[src/mce_pkg.sv]
`timescale 1ns / 1ps

package mce_pkg;

  localparam int unsigned QUEUE_DEPTH = 2;
  localparam int unsigned PAT_W       = 6;
  localparam int unsigned LEN_W       = 3;

  localparam logic [7:0] CHAR_ZERO     = 8'd48;
  localparam logic [7:0] CHAR_NINE     = 8'd57;
  localparam logic [7:0] CHAR_UPPER_A  = 8'd65;
  localparam logic [7:0] CHAR_UPPER_Z  = 8'd90;
  localparam logic [7:0] CHAR_COMMA    = 8'd44;
  localparam logic [7:0] CHAR_PERIOD   = 8'd46;
  localparam logic [7:0] CHAR_QUESTION = 8'd63;

  typedef enum logic [1:0] {
    KIND_DOT     = 2'd0,
    KIND_DASH    = 2'd1,
    KIND_GAP     = 2'd2,
    KIND_LITERAL = 2'd3
  } elem_kind_e;

  // One classified character. pat holds the elements left aligned, first
  // element in the top bit, dash = 1.
  typedef struct packed {
    logic             is_lit;
    logic [7:0]       lit;
    logic [LEN_W-1:0] len;
    logic [PAT_W-1:0] pat;
  } mce_item_t;

  function automatic mce_item_t mk_pat(input logic [LEN_W-1:0] len,
                                       input logic [PAT_W-1:0] raw);
    mce_item_t it;
    it.is_lit = 1'b0;
    it.lit    = 8'd0;
    it.len    = len;
    it.pat    = raw << (LEN_W'(PAT_W) - len);
    return it;
  endfunction

  function automatic mce_item_t classify(input logic [7:0] c);
    mce_item_t it;
    it.is_lit = 1'b1;
    it.lit    = c;
    it.len    = '0;
    it.pat    = '0;
    case (c)
      8'd48: it = mk_pat(3'd5, 6'b011111);
      8'd49: it = mk_pat(3'd5, 6'b001111);
      8'd50: it = mk_pat(3'd5, 6'b000111);
      8'd51: it = mk_pat(3'd5, 6'b000011);
      8'd52: it = mk_pat(3'd5, 6'b000001);
      8'd53: it = mk_pat(3'd5, 6'b000000);
      8'd54: it = mk_pat(3'd5, 6'b010000);
      8'd55: it = mk_pat(3'd5, 6'b011000);
      8'd56: it = mk_pat(3'd5, 6'b011100);
      8'd57: it = mk_pat(3'd5, 6'b011110);
      8'd65: it = mk_pat(3'd2, 6'b000001);
      8'd66: it = mk_pat(3'd4, 6'b001000);
      8'd67: it = mk_pat(3'd4, 6'b001010);
      8'd68: it = mk_pat(3'd3, 6'b000100);
      8'd69: it = mk_pat(3'd1, 6'b000000);
      8'd70: it = mk_pat(3'd4, 6'b000010);
      8'd71: it = mk_pat(3'd3, 6'b000110);
      8'd72: it = mk_pat(3'd4, 6'b000000);
      8'd73: it = mk_pat(3'd2, 6'b000000);
      8'd74: it = mk_pat(3'd4, 6'b000111);
      8'd75: it = mk_pat(3'd3, 6'b000101);
      8'd76: it = mk_pat(3'd4, 6'b000100);
      8'd77: it = mk_pat(3'd2, 6'b000011);
      8'd78: it = mk_pat(3'd2, 6'b000010);
      8'd79: it = mk_pat(3'd3, 6'b000111);
      8'd80: it = mk_pat(3'd4, 6'b000110);
      8'd81: it = mk_pat(3'd4, 6'b001101);
      8'd82: it = mk_pat(3'd3, 6'b000010);
      8'd83: it = mk_pat(3'd3, 6'b000000);
      8'd84: it = mk_pat(3'd1, 6'b000001);
      8'd85: it = mk_pat(3'd3, 6'b000001);
      8'd86: it = mk_pat(3'd4, 6'b000001);
      8'd87: it = mk_pat(3'd3, 6'b000011);
      8'd88: it = mk_pat(3'd4, 6'b001001);
      8'd89: it = mk_pat(3'd4, 6'b001011);
      8'd90: it = mk_pat(3'd4, 6'b001100);
      8'd44: it = mk_pat(3'd6, 6'b110011);
      8'd46: it = mk_pat(3'd6, 6'b010101);
      8'd63: it = mk_pat(3'd6, 6'b001100);
      default: ;
    endcase
    return it;
  endfunction

endpackage

[src/morse_code_encoder.sv]
`timescale 1ns / 1ps
// An accepted character passes through the queue and the back end's current-item register
// before its first result strobes. Throughput: one result per cycle while characters are
// queued; a character gives its elements and a closing gap, 2 to 7 results, and a
// pass-through byte gives one, set by the one-element-per-cycle output serializer. busy
// rises only when the character queue (QueueDepth entries) is full; the receiver cannot
// stall results. Reset (rst_ni low, asynchronous) empties the queue and drops any run in progress.

module morse_code_encoder
  import mce_pkg::*;
#(
  parameter int unsigned QueueDepth = QUEUE_DEPTH
) (
  input  logic       clk_i,
  input  logic       rst_ni,
  input  logic       start,
  output logic       busy,
  input  logic [7:0] char_code_i,
  output logic       strobe_o,
  output logic [1:0] element_kind_o,
  output logic [7:0] literal_byte_o,
  output logic       last_of_run_o
);

  mce_item_t front_item, head_item;
  logic      push, pop, q_empty, q_full;

  // Front end: accept a character and look up its Morse pattern in one step.
  mce_front u_front (
    .start_i     (start),
    .full_i      (q_full),
    .char_code_i (char_code_i),
    .push_o      (push),
    .item_o      (front_item)
  );

  // Short queue decouples accepting characters from serializing elements.
  mce_queue #(
    .Depth (QueueDepth)
  ) u_queue (
    .clk_i   (clk_i),
    .rst_ni  (rst_ni),
    .push_i  (push),
    .item_i  (front_item),
    .pop_i   (pop),
    .item_o  (head_item),
    .empty_o (q_empty),
    .full_o  (q_full)
  );

  // Back end: advance one element per cycle, close with a gap or pass a literal, flag the last.
  mce_back u_back (
    .clk_i          (clk_i),
    .rst_ni         (rst_ni),
    .item_i         (head_item),
    .empty_i        (q_empty),
    .pop_o          (pop),
    .strobe_o       (strobe_o),
    .element_kind_o (element_kind_o),
    .literal_byte_o (literal_byte_o),
    .last_of_run_o  (last_of_run_o)
  );

  assign busy = q_full;

endmodule

[src/mce_front.sv]
`timescale 1ns / 1ps

module mce_front
  import mce_pkg::*;
(
  input  logic       start_i,
  input  logic       full_i,
  input  logic [7:0] char_code_i,
  output logic       push_o,
  output mce_item_t  item_o
);

  // Take the character when the queue has room; look up its pattern.
  assign push_o = start_i & ~full_i;
  assign item_o = classify(char_code_i);

endmodule

[src/mce_queue.sv]
`timescale 1ns / 1ps

module mce_queue
  import mce_pkg::*;
#(
  parameter int unsigned Depth = QUEUE_DEPTH
) (
  input  logic      clk_i,
  input  logic      rst_ni,
  input  logic      push_i,
  input  mce_item_t item_i,
  input  logic      pop_i,
  output mce_item_t item_o,
  output logic      empty_o,
  output logic      full_o
);

  localparam int unsigned PtrW = (Depth > 1) ? $clog2(Depth) : 1;
  localparam int unsigned CntW = $clog2(Depth + 1);

  mce_item_t           mem_q [Depth];
  logic [PtrW-1:0]     wr_ptr_q, wr_ptr_d, rd_ptr_q, rd_ptr_d;
  logic [CntW-1:0]     cnt_q, cnt_d;
  logic                do_push, do_pop;

  assign empty_o = (cnt_q == '0);
  assign full_o  = (cnt_q == CntW'(Depth));
  assign item_o  = mem_q[rd_ptr_q];
  assign do_push = push_i & ~full_o;
  assign do_pop  = pop_i & ~empty_o;

  always_comb begin
    wr_ptr_d = wr_ptr_q;
    rd_ptr_d = rd_ptr_q;
    cnt_d    = cnt_q;
    if (do_push) begin
      wr_ptr_d = (wr_ptr_q == PtrW'(Depth - 1)) ? '0 : wr_ptr_q + 1'b1;
    end
    if (do_pop) begin
      rd_ptr_d = (rd_ptr_q == PtrW'(Depth - 1)) ? '0 : rd_ptr_q + 1'b1;
    end
    if (do_push && !do_pop) begin
      cnt_d = cnt_q + 1'b1;
    end else if (!do_push && do_pop) begin
      cnt_d = cnt_q - 1'b1;
    end
  end

  always_ff @(posedge clk_i or negedge rst_ni) begin
    if (!rst_ni) begin
      wr_ptr_q <= '0;
      rd_ptr_q <= '0;
      cnt_q    <= '0;
    end else begin
      wr_ptr_q <= wr_ptr_d;
      rd_ptr_q <= rd_ptr_d;
      cnt_q    <= cnt_d;
    end
  end

  always_ff @(posedge clk_i) begin
    if (do_push) begin
      mem_q[wr_ptr_q] <= item_i;
    end
  end

endmodule

[src/mce_back.sv]
`timescale 1ns / 1ps

module mce_back
  import mce_pkg::*;
(
  input  logic       clk_i,
  input  logic       rst_ni,
  input  mce_item_t  item_i,
  input  logic       empty_i,
  output logic       pop_o,
  output logic       strobe_o,
  output logic [1:0] element_kind_o,
  output logic [7:0] literal_byte_o,
  output logic       last_of_run_o
);

  logic             active_q, active_d;
  mce_item_t        cur_q, cur_d;
  logic [LEN_W-1:0] rem_q, rem_d;
  logic             done;
  logic             strobe_q;
  elem_kind_e       kind_q, kind_d;
  logic [7:0]       lit_q, lit_d;
  logic             last_q, last_d;

  // Finish the item this cycle on a literal or on the closing gap.
  assign done  = active_q & (cur_q.is_lit | (rem_q == '0));
  assign pop_o = (~active_q | done) & ~empty_i;

  always_comb begin
    kind_d   = KIND_GAP;
    lit_d    = 8'd0;
    last_d   = 1'b0;
    cur_d    = cur_q;
    rem_d    = rem_q;
    active_d = active_q;
    if (active_q) begin
      if (cur_q.is_lit) begin
        kind_d = KIND_LITERAL;
        lit_d  = cur_q.lit;
        last_d = 1'b1;
      end else if (rem_q != '0) begin
        kind_d    = cur_q.pat[PAT_W-1] ? KIND_DASH : KIND_DOT;
        cur_d.pat = cur_q.pat << 1;
        rem_d     = rem_q - 1'b1;
      end else begin
        kind_d = KIND_GAP;
        last_d = 1'b1;
      end
    end
    if (pop_o) begin
      cur_d    = item_i;
      rem_d    = item_i.len;
      active_d = 1'b1;
    end else if (done) begin
      active_d = 1'b0;
    end
  end

  always_ff @(posedge clk_i or negedge rst_ni) begin
    if (!rst_ni) begin
      active_q <= 1'b0;
      strobe_q <= 1'b0;
    end else begin
      active_q <= active_d;
      strobe_q <= active_q;
    end
  end

  always_ff @(posedge clk_i) begin
    cur_q  <= cur_d;
    rem_q  <= rem_d;
    kind_q <= kind_d;
    lit_q  <= lit_d;
    last_q <= last_d;
  end

  assign strobe_o       = strobe_q;
  assign element_kind_o = kind_q;
  assign literal_byte_o = lit_q;
  assign last_of_run_o  = last_q;

endmodule

[config.mk]
export PLATFORM = sky130hd
export DESIGN_NAME = morse_code_encoder
export DESIGN_NICKNAME = d
export VERILOG_FILES = /design/src/mce_pkg.sv /design/src/morse_code_encoder.sv /design/src/mce_front.sv /design/src/mce_queue.sv /design/src/mce_back.sv
export SDC_FILE = /design/constraint.sdc
export NUM_CORES = 1
export LEC_CHECK = 0
export BUFFER_PORTS_ARGS = -buffer_cell sky130_fd_sc_hd__buf_4
export CAP_MARGIN = 5
export CORE_MARGIN = 2
export CORE_UTILIZATION = 54
export CTS_CLUSTER_SIZE = 10
export DETAILED_ROUTE_END_ITERATION = 10
export GPL_TIMING_DRIVEN = 1
export MAX_ROUTING_LAYER = met4
export PLACE_DENSITY = 0.75
export SYNTH_ARGS = -nofsm -noshare
export SYNTH_HDL_FRONTEND = slang
export SYNTH_HIERARCHICAL = 1
export SYNTH_SLANG_ARGS = --single-unit
[constraint.sdc]
create_clock -name clk_i -period 2.2 [get_ports clk_i]
set_clock_uncertainty 0.1 [all_clocks]
set_input_delay 0.33 -clock clk_i [delete_from_list [all_inputs] [get_ports clk_i]]
set_output_delay 0.33 -clock clk_i [all_outputs]
set_load 0.05 [all_outputs]
=== Yosys cells after proc, flatten, opt, wreduce, memory -nomap -nowiden ===
Memory sizes are Yosys's and may differ from the RTL's.
Cells that the tools add are included.

* Flip-flop bits (word level): 35
* Memory bits (writable): 36
* Input port bits: 11
* Output and inout port bits: 13
* Logic and storage cells: 107
* Memories kept: 1

{| class="wikitable"
|+ Memories
! memory !! words !! bits a word !! read ports !! clocked after Yosys merged registers in !! wr ports !! RTL line !! source
|-
| u_queue.mem_q || 2 || 18 || 1 || 0 || 1 || mce_queue.sv:21 || <nowiki>mce_item_t mem_q [Depth];</nowiki>
|}

* Add/subtract/negate cells: 5
* Eq/ne operators: 41
* Mux-type cells: 22
* Bitwise operators: 11
* Reductions and logical operators: 14

{| class="wikitable"
|+ Operator list
! cell !! count
|-
| case mux 18 bit (39 select lines) || 1
|-
| == test 8 x 7 -> 1 bit, second input constant || 26
|-
| == test 8 x 6 -> 1 bit, second input constant || 13
|-
| 2-to-1 mux 6 bit || 4
|-
| 2-to-1 mux 3 bit || 4
|-
| 2-to-1 mux 1 bit || 11
|-
| nonzero test 2 bit || 4
|-
| bitwise AND 1 bit || 5
|-
| 2-to-1 mux 2 bit || 2
|-
| NOT 1 bit || 4
|-
| zero test 3 bit || 1
|-
| AND reduction 3 bit || 1
|-
| nonzero test 3 bit || 1
|-
| OR reduction 3 bit || 1
|-
| subtractor 3 x 1 -> 3 bit, second input constant || 1
|-
| adder 1 bit, second input constant || 2
|-
| adder 2 x 1 -> 2 bit, second input constant || 1
|-
| == test 2 bit, second input constant || 1
|-
| logical AND 1 bit || 2
|-
| zero test 1 bit || 2
|-
| zero test 2 bit || 1
|-
| != test 2 bit, second input constant || 1
|-
| OR 1 bit || 2
|-
| AND reduction 2 bit || 1
|-
| subtractor 2 x 1 -> 2 bit, second input constant || 1
|}

=== Longest topological paths before layout ===
Gate-level depths: netlist of the first run.

* Depth after elaboration: 9
* Gate-level depth with buffers: 9
* Depth with buffers taken out: 9

=== Modules after synthesis ===
Netlist of the first run, hierarchy kept.

{| class="wikitable"
|+ Modules (own cells, without submodules)
! module !! times used !! cells an instance !! area each (um^2) !! sequential area each (um^2)
|-
| mce_queue || 1 || 75 || 1545.2 || 1181.1
|-
| mce_back || 1 || 66 || 1087.3 || 810.8
|-
| mce_front || 1 || 153 || 979.7 || 0.0
|}

=== Worst setup path after synthesis of the first run ===
No wires, ideal clock.

* Path kind: reg2reg
* Start: reg u_queue.cnt_q[0]
* End: mem u_queue/mem_q[0][0] (netlist name) (enable)
* Arrival time: 1.838 ns
* Setup slack: -0.131 ns
* Stages on the path, launching flop included: 6
* Cells stage by stage: dfrtp_1 > nand2b_1 > inv_1 > nor2b_1 > nand2_1 > nor2_1

* Word-level cells in the longest chain between the ends: 6

{| class="wikitable"
|+ RTL lines
! item !! RTL line !! source
|-
| start: declaration || mce_queue.sv:23 || <nowiki>logic [CntW-1:0] cnt_q, cnt_d;</nowiki>
|-
| start signal: assignment || mce_queue.sv:57 || <nowiki>cnt_q <= cnt_d;</nowiki>
|-
| == test 2 bit || mce_queue.sv:27 || <nowiki>assign full_o = (cnt_q == CntW'(Depth));</nowiki>
|-
| via busy || morse_code_encoder.sv:17 || <nowiki>output logic busy,</nowiki>
|-
| NOT 1 bit || mce_front.sv:14 || <nowiki>assign push_o = start_i & ~full_i;</nowiki>
|-
| bitwise AND 1 bit || mce_front.sv:14 ||
|-
| via push || morse_code_encoder.sv:26 || <nowiki>logic push, pop, q_empty, q_full;</nowiki>
|-
| bitwise AND 1 bit || mce_queue.sv:29 || <nowiki>assign do_push = push_i & ~full_o;</nowiki>
|-
| 2-to-1 mux 1 bit || mce_queue.sv:62 || <nowiki>if (do_push) begin</nowiki>
|-
| 2-to-1 mux 1 bit (implied by the code) || mce_queue.sv:63 || <nowiki>mem_q[wr_ptr_q] <= item_i;</nowiki>
|-
| end: declaration || mce_queue.sv:21 ||
|}

The timed path passes the listed nets, and every way through them passes these cells.

==> summary.md, run 1 <==
| Metric | Value |
|---|---|
| VDD IR max | 604.9 uV |
| Final layout net count | 339 |
| Element type at the critical path end | register |
| Tot GR Track Use | 0.2084 |
| Dpl hpwl | 4720 um |
| Final Critical Period | 1.897 ns |
| EDFF count, synth | 54 |
| Syn_nets | 308 |
| Full die area | 0.007360 mm2 |
| CTS tree | built |
| Net Sw Frac | 0.3405 |
| Critical Path AT | 1.89 ns |
| # H-tree levels | 3 |
| Distinct cells, synth | 64 |
| Antenna violations before repair | 0 |
| Run status | finished, violations left |
| Sequential area share after synthesis | 0.5514 |
| Worst Hold Margin | 0.1542 ns |
| Routability cong. | 0.8230 |
| Final wirelength | 6871 um |
| Power share of the combinational group | 0.362 |
| Clock transition at the registers of the reported paths | 0.07 ns |
| Period utilization | 0.8624 |
| Setup TNS | 0 ns |
| Antenna Nets Post-Route | 0 |
| Die width | 85.79 um |
| Max cap viols | 0 |
| Post_cts resized | 0 |
| Mapped Area | 0.003612 mm2 |
| Hold buffer count at cts | 1 |
| First-pass GRT wire length | 11400 um |
| Pin count of the biggest net entering global routing | 25 |
| P_int | 0.003431 W |
| Worst-path fanout max | 18 |
| Startpoint Class | register |
| Global routing's busiest layer | met2 |
| Routed WL per cell | 16.88 um |
| Final Hold Vio Count | 0 |
| Synth Instances | 294 |
| TritonCTS Buffers | 9 |
| Worst min path class | in2reg |
| Reg2Reg Setup Slack | 0.30 ns |
| Residual DRC | 3 |
| First-pass DRT Iterations | 8 |
| Max Slew Vio Count | 0 |
| Root Buffer | clkbuf_8 |
| Syn. warnings | 6 |
| Synth Flop Type | edfxtp_1 |
| Maximum clock rate | 527.1 MHz |
| CP required | 2.19 ns |
| Worst-margin pin slew | 0.5161 ns |
| Yosys reg bits | 71 |
| Worst slew margin | 0.6559 |
| Vias in the first global route | 2331 |
| Detailed-route via count | 2401 |
| Fill count | 490 |
| RSZ-0062 raised after global routing | false |
| I/O Buffers | 23 |
| Met2 usage | 0.3317 |
| Pwr dens | 1266 mW/mm2 |
| Clock sinks | 71 |
| Synth-to-Final Area Change | 13.75% |
| # rows | 29 |
| DR vias/cell | 5.899 |
| CTS max path bufs | 2 |
| Clock share of power | 0.195 |
| Seq pwr share | 0.443 |
| Post-synth ARST share | 0.08451 |
| Layout cells sized above 1 | 0.2758 |
| Pleak | 1.584 nW |
| Diodes inserted | 0 |
| Psw | 0.001771 W |
| Core area | 0.006422 mm2 |
| CP Class | reg2reg |
| Syn avg cell area | 12.29 um2 |
| Grt ovf | 0 |
| Failing checks | design-rule violations |
| Initial core utilization | 0.5624 |
| I/O pin count | 24 |
| Chip Height | 85.79 um |
| Final setup violating endpoints | 0 |
| Post-CTS Repair Setup Buffers | 0 |
| M3 GR Usage | 0.04909 |
| M1 GR Usage | 0.2626 |
| Later-pin clock latency in the skew report | 0.34 ns |
| Drt initial violations | 137 |
## synthesized netlist by cell type (3+ instances only)
master | instances | area (um2)
mux2_2 | 14 | 157.7
nor3b_1 | 6 | 45.04
and3_1 | 10 | 62.56
nand3b_1 | 3 | 22.52
o21ai_0 | 10 | 50.05
nand3_1 | 7 | 35.03
o211ai_1 | 4 | 30.03
and2_1 | 5 | 31.28
inv_1 | 7 | 26.28
mux2_4 | 9 | 135.1
dfrtp_1 | 6 | 150.1
nor2_1 | 14 | 52.55
xnor2_1 | 5 | 43.79
buf_2 | 10 | 50.05
nor4b_1 | 4 | 35.03
dfxtp_1 | 11 | 220.2
a21oi_1 | 11 | 55.05
nor3_1 | 4 | 20.02
xor2_1 | 3 | 26.28
nand4_1 | 4 | 25.02
ha_1 | 3 | 37.54
nand2b_1 | 7 | 43.79
and4_1 | 3 | 26.28
a211oi_1 | 3 | 22.52
clkbuf_1 | 9 | 33.78
nand2_1 | 13 | 48.80
edfxtp_1 | 54 | 1622
nor2b_1 | 10 | 62.56
## path summary, 6_finish.rpt
| path | from | to | depth (start not counted) |
|---|---|---|---|
| hold / removal | char_code_i[7] | u_queue/mem_q[1][16] | 1 |
| hold reg to reg | u_back/cur_q[16] | u_back/literal_byte_o[7] | 1 |
| min in group asynchronous | rst_ni | u_queue/wr_ptr_q | 2 |
| setup reg to reg | u_back/rem_q[0] | u_back/cur_q[2] | 6 |
| setup / recovery | u_back/rem_q[0] | u_back/cur_q[2] | 6 |
| max in group asynchronous | rst_ni | u_back/strobe_o | 2 |
## stage by stage
step / worst slack [ns] / power (W) / utilization / area [um2] / cells
floorplan: 0.1560 / 0.003758 / - / 3615 / 294
global placement: 0.1282 / 0.004152 / 0.6067 / 3896 / 390
detailed placement: 0.07193 / 0.004227 / 0.6067 / 3896 / 390
CTS: 0.2817 / 0.005250 / 0.6398 / 4109 / 407
global route: 0.2307 / 0.005498 / 0.6398 / 4109 / 407
finish: 0.3028 / 0.005203 / 0.6398 / 4109 / 407
## area by class of cell
| cell class | count | area [um2] | share of cell area |
|---|---|---|---|
| inverter | 7 | 26.28 | 0.006395 |
| timing repair buffer | 43 | 325.3 | 0.07917 |
| sequential | 71 | 1992 | 0.4848 |
| tap | 77 | 96.34 | 0.02345 |
| multi-input combinational | 193 | 1466 | 0.3569 |
| clock buffer | 12 | 177.7 | 0.04324 |
| clock inverter | 4 | 25.02 | 0.006090 |
## placed cells by master (no fill, tap or decap), types with 5 or more instances in the layout
cell type | netlist | final
a21oi_1 | 11 | 11
and2_1 | 5 | 5
and3_1 | 10 | 10
buf_4 | 0 | 42
clkbuf_8 | 0 | 9
dfrtp_1 | 6 | 6
dfxtp_1 | 11 | 11
edfxtp_1 | 54 | 54
inv_1 | 7 | 7
mux2_2 | 14 | 14
mux2_4 | 9 | 9
nand2_1 | 13 | 13
nand2b_1 | 7 | 7
nand3_1 | 7 | 7
nor2_1 | 14 | 13
nor2b_1 | 10 | 10
nor3b_1 | 6 | 6
o21ai_0 | 10 | 10
xnor2_1 | 5 | 5
## flip-flops by register name (all words and copies together) (netlist names), 2 cells and up
| signal | flops |
|---|---|
| u_back/cur_q | 15 |
| u_back/literal_byte_o | 8 |
| u_queue/cnt_q | 2 |
| u_back/element_kind_o | 2 |
| u_queue/mem_q | 36 |
| u_back/rem_q | 3 |
## critical path, stage by stage, from the launching register on
cell and delay, ns:
edfxtp_1 0.37, inv_1 0.11, ha_1 0.22, nand2b_4 0.09
a21oi_4 0.12, buf_4 0.27, mux2_2 0.36
## routing by layer
metal,vias up,part of all wire,wire [um]
met1,1163,0.45,3080
met4,0,0.013,87
met3,7,0.045,310
met2,68,0.49,3393
met5,-,0,0
li1,1163,-,-
## power by group through the flow
stage,clock network [W],logic [W],registers [W]
final,0.00101,0.00189,0.00230
after global routing,0.00110,0.00204,0.00236
after CTS,0.00104,0.00190,0.00231
after detailed placement,0,0.00189,0.00233
after global placement,0,0.00184,0.00231
after floorplan,0,0.00122,0.00254
## kinds of logic (layout without fill, tap and decap cells)
group | count (synthesis) | after routing | synth area share
XOR/XNOR | 8 | 8 | 0.01940
buffers and inverters | 30 | 66 | 0.04330
AO/OA/AOI/OAI | 52 | 52 | 0.1025
adder cells (fa/ha/maj) | 3 | 3 | 0.01039
flip-flops | 71 | 71 | 0.5514
AND/OR/NAND/NOR | 104 | 104 | 0.1829
multiplexers | 26 | 26 | 0.09006
Note: power is estimated with default switching activity, not from simulation.
==> inputs of run 2 (changes only) <==
--- a/config.mk
+++ b/config.mk
@@ -6,7 +6,7 @@
 export NUM_CORES = 1
 export LEC_CHECK = 0
 export BUFFER_PORTS_ARGS = -buffer_cell sky130_fd_sc_hd__buf_4
-export CAP_MARGIN = 5
+export CAP_MARGIN = 10
 export CORE_MARGIN = 2
 export CORE_UTILIZATION = 54
 export CTS_CLUSTER_SIZE = 10
@@ -16,5 +16,4 @@
 export PLACE_DENSITY = 0.75
 export SYNTH_ARGS = -nofsm -noshare
 export SYNTH_HDL_FRONTEND = slang
-export SYNTH_HIERARCHICAL = 1
 export SYNTH_SLANG_ARGS = --single-unit
==> run 2 against run 1 <==
  * The run now ends clean
  * Sequential cell count unchanged
  * Critical path depth increased by 3
  * Hold slack worse by 0.054 ns
  * Wire length is 5.0% lower
  * Via count decreased by 0.92%
  * Clock power increased by 7%
  * Die area shrank 1.8%
  * Sequential power is 2% lower
  * Register-to-register slack got worse by 0.17 ns
  * Critical endpoint is now u_back.cur_q[5]
==> summary.md, run 2 <==
| Metric | Value |
|---|---|
| First-pass DRT Iterations | 5 |
| Pwr Total | 0.005078 W |
| Clock share of power | 0.212 |
| Power share of the combinational group | 0.346 |
| Vias in the first global route | 2326 |
| Slowest cell on the critical path | edfxtp_1 |
| Chip Height | 85.02 um |
| Clock sinks | 71 |
| Post_cts resized | 0 |
| Met2 usage | 0.3246 |
| Tot GR Track Use | 0.2030 |
| P_int | 0.003357 W |
| Post-CTS Repair Setup Buffers | 0 |
| Crit-path max cell delay | 0.37 ns |
| Seq pwr share | 0.442 |
| Maximum clock rate | 484.8 MHz |
| Worst slew margin | 0.5950 |
| Worst-margin pin slew | 0.5999 ns |
| Core area | 0.006350 mm2 |
| Crit-path leading delay family | simple AND/OR/NAND/NOR gates |
| Critical Path AT | 2.03 ns |
| Most frequent cells in the layout | 54 x edfxtp_1, 39 x buf_4, 23 x nor2_1 |
| Final Core Density | 0.6353 |
| Layout Cells excl Fill | 411 |
| Later-pin clock latency in the skew report | 0.33 ns |
| Routability cong. | 0.9516 |
| Mapped Area | 0.003545 mm2 |
| DR vias/cell | 5.788 |
| Syn avg cell area | 11.82 um2 |
| Synth top cells by count | 54 x edfxtp_1, 23 x nor2_1, 18 x a21oi_1 |
| Pleak | 1.571 nW |
| Fill count | 488 |
| CP required | 2.17 ns |
| Distinct cells, synth | 66 |
| EDFF count, synth | 54 |
| Layout cells sized above 1 | 0.2425 |
| Synth-to-Final Area Change | 13.80% |
| # H-tree levels | 3 |
| Antenna violations before repair | 0 |
| Initial core utilization | 0.5582 |
| CP Class | reg2reg |
| Sequential area share after synthesis | 0.5619 |
| Element type at the critical path end | register |
| Detailed-route via count | 2379 |
| Placed cell areas | 0.003811 mm2 |
| Net Sw Frac | 0.3390 |
| Global routing's busiest layer | met2 |
| Final wirelength | 6529 um |
| Reg2Reg Setup Slack | 0.14 ns |
| Clock transition at the registers of the reported paths | 0.07 ns |
| Antenna Nets Post-Route | 0 |
| Yosys reg bits | 71 |
| Synth Instances | 300 |
| Grt ovf | 0 |
| M1 GR Usage | 0.2482 |
| M3 GR Usage | 0.04961 |
| Die width | 85.02 um |
| Leading area contributor after synthesis | edfxtp_1 |
| Routed WL per cell | 15.89 um |
| Non-Filler Cell Area, Final | 0.004034 mm2 |
| Syn_nets | 314 |
| Biggest register | u_queue.mem_q |
| Worst min path class | in2reg |
| Final layout net count | 343 |
| I/O Buffers | 23 |
| Full die area | 0.007228 mm2 |
| Count leader, synth | edfxtp_1 |
| Max Slew Vio Count | 0 |
| # rows | 29 |
| Max FFs per register | 36 |
| Cell Chain, Critical Path | inv_1 -> ha_1 -> ha_1 -> nor2_1 -> nand2_1 -> o21ai_1 -> inv_2 -> nor2_1 -> a21oi_1 |
| VDD IR max | 1239 uV |
| Period utilization | 0.9376 |
| Post-synth ARST share | 0.08451 |
| Root Buffer | clkbuf_8 |
| Pwr dens | 1259 mW/mm2 |
| Final setup violating endpoints | 0 |
| CTS tree | built |
| Synth Flop Type | edfxtp_1 |
| CTS max path bufs | 2 |
| Dpl hpwl | 4719 um |
| Commonest non-fill, non-tap cell in the layout | edfxtp_1 |
| First-pass GRT wire length | 10940 um |
| TritonCTS Buffers | 9 |
| Syn. warnings | 0 |
| Final Critical Period | 2.063 ns |
| Startpoint Class | register |
| RSZ-0062 raised after global routing | true |
| Residual DRC | 0 |
| Top-area cell type share of the netlist area | 0.4575 |
| Max cap viols | 0 |
| Pin count of the biggest net entering global routing | 23 |
| Worst Hold Margin | 0.1001 ns |
| Placed cells | 394 |
| Psw | 0.001721 W |
| Worst-path fanout max | 20 |
| Final Hold Vio Count | 0 |
| Diodes inserted | 0 |
| I/O pin count | 24 |
| Synth top area cells | edfxtp_1 46%, dfxtp_1 6.2%, dfrtp_1 4.2% |
| Run status | complete, no violations |
| Drt initial violations | 133 |
| Bufs and invs on worst path | 2 |
-- run 2: cell count changes in the layout (fill, tap and decap cells not counted), moves of 5 or more --
cell	before	now
a22oi_1	2	8
nor3b_1	6	1
a21oi_1	11	18
mux2i_1	1	7
nor2_1	13	23
mux2_4	9	0
mux2_2	14	9
-- run 2: repair_timing --
item | 4_1_cts | 5_1_grt
hold buffers | 1 | 0
setup endpoints to repair | 0 | 5
endpoints found under the hold margin | 6 | 0
-- run 2: final cells by class --
cell class                 count  area (um2)  area share
sequential                    71        1992      0.4938
multi-input combinational    200        1404      0.3480
timing repair buffer          40       302.8     0.07506
clock buffer                  10       127.6     0.03164
tap                           77       96.34     0.02388
clock inverter                 6       85.08     0.02109
inverter                       7       26.28    0.006514
-- run 2: cells by family (layout without fill, tap and decap cells) --
kind of cell               Yosys count  after routing  share of synthesized area
adders and majority gates            3              3                    0.01059
xor gates and xnor gates             7              7                    0.01730
muxes                               16             16                    0.04836
AOI/OAI and AO/OA                   69             69                     0.1391
DFF                                 71             71                     0.5619
and+or+nand+nor                    105            105                     0.1807
buffers and inverters               29             63                    0.04200
-- run 2: power by group through the flow --
stage	Sequential [W]	Clock [W]	Combinational, W
floorplan	0.00254	0	0.00102
global placement	0.00225	0	0.00174
detailed placement	0.00228	0	0.00177
CTS	0.00225	0.00110	0.00178
global route	0.00229	0.00116	0.00194
finish	0.00225	0.00108	0.00176
-- run 2: per-stage QoR --
| step | setup TNS, ns | worst slack (ns) |
|---|---|---|
| after floorplan | 0 | 0.1722 |
| after global placement | 0 | 0.008388 |
| after detailed placement | 0 | 0.01206 |
| after CTS | 0 | 0.1324 |
| after global routing | -0.09024 | -0.02971 |
| final | 0 | 0.1374 |
-- run 2: metal layers --
metal,part of all wire,up-vias
li1,-,1183
met1,0.43,1113
met2,0.50,65
met3,0.046,18
met4,0.030,0
met5,0,-
-- run 2: worst paths after layout --
kind | start | end | depth (start not counted)
worst min-delay path | char_code_i[7] | u_queue.mem_q[1][16] | 1
worst max-delay path | u_back.rem_q[0] | u_back.cur_q[5] | 9
worst min register to register | u_back.cur_q[14] | u_back.literal_byte_o[5] | 1
worst max register to register | u_back.rem_q[0] | u_back.cur_q[5] | 9
max in group asynchronous | rst_ni | u_back.active_q | 2
min in group asynchronous | rst_ni | u_queue.rd_ptr_q | 2
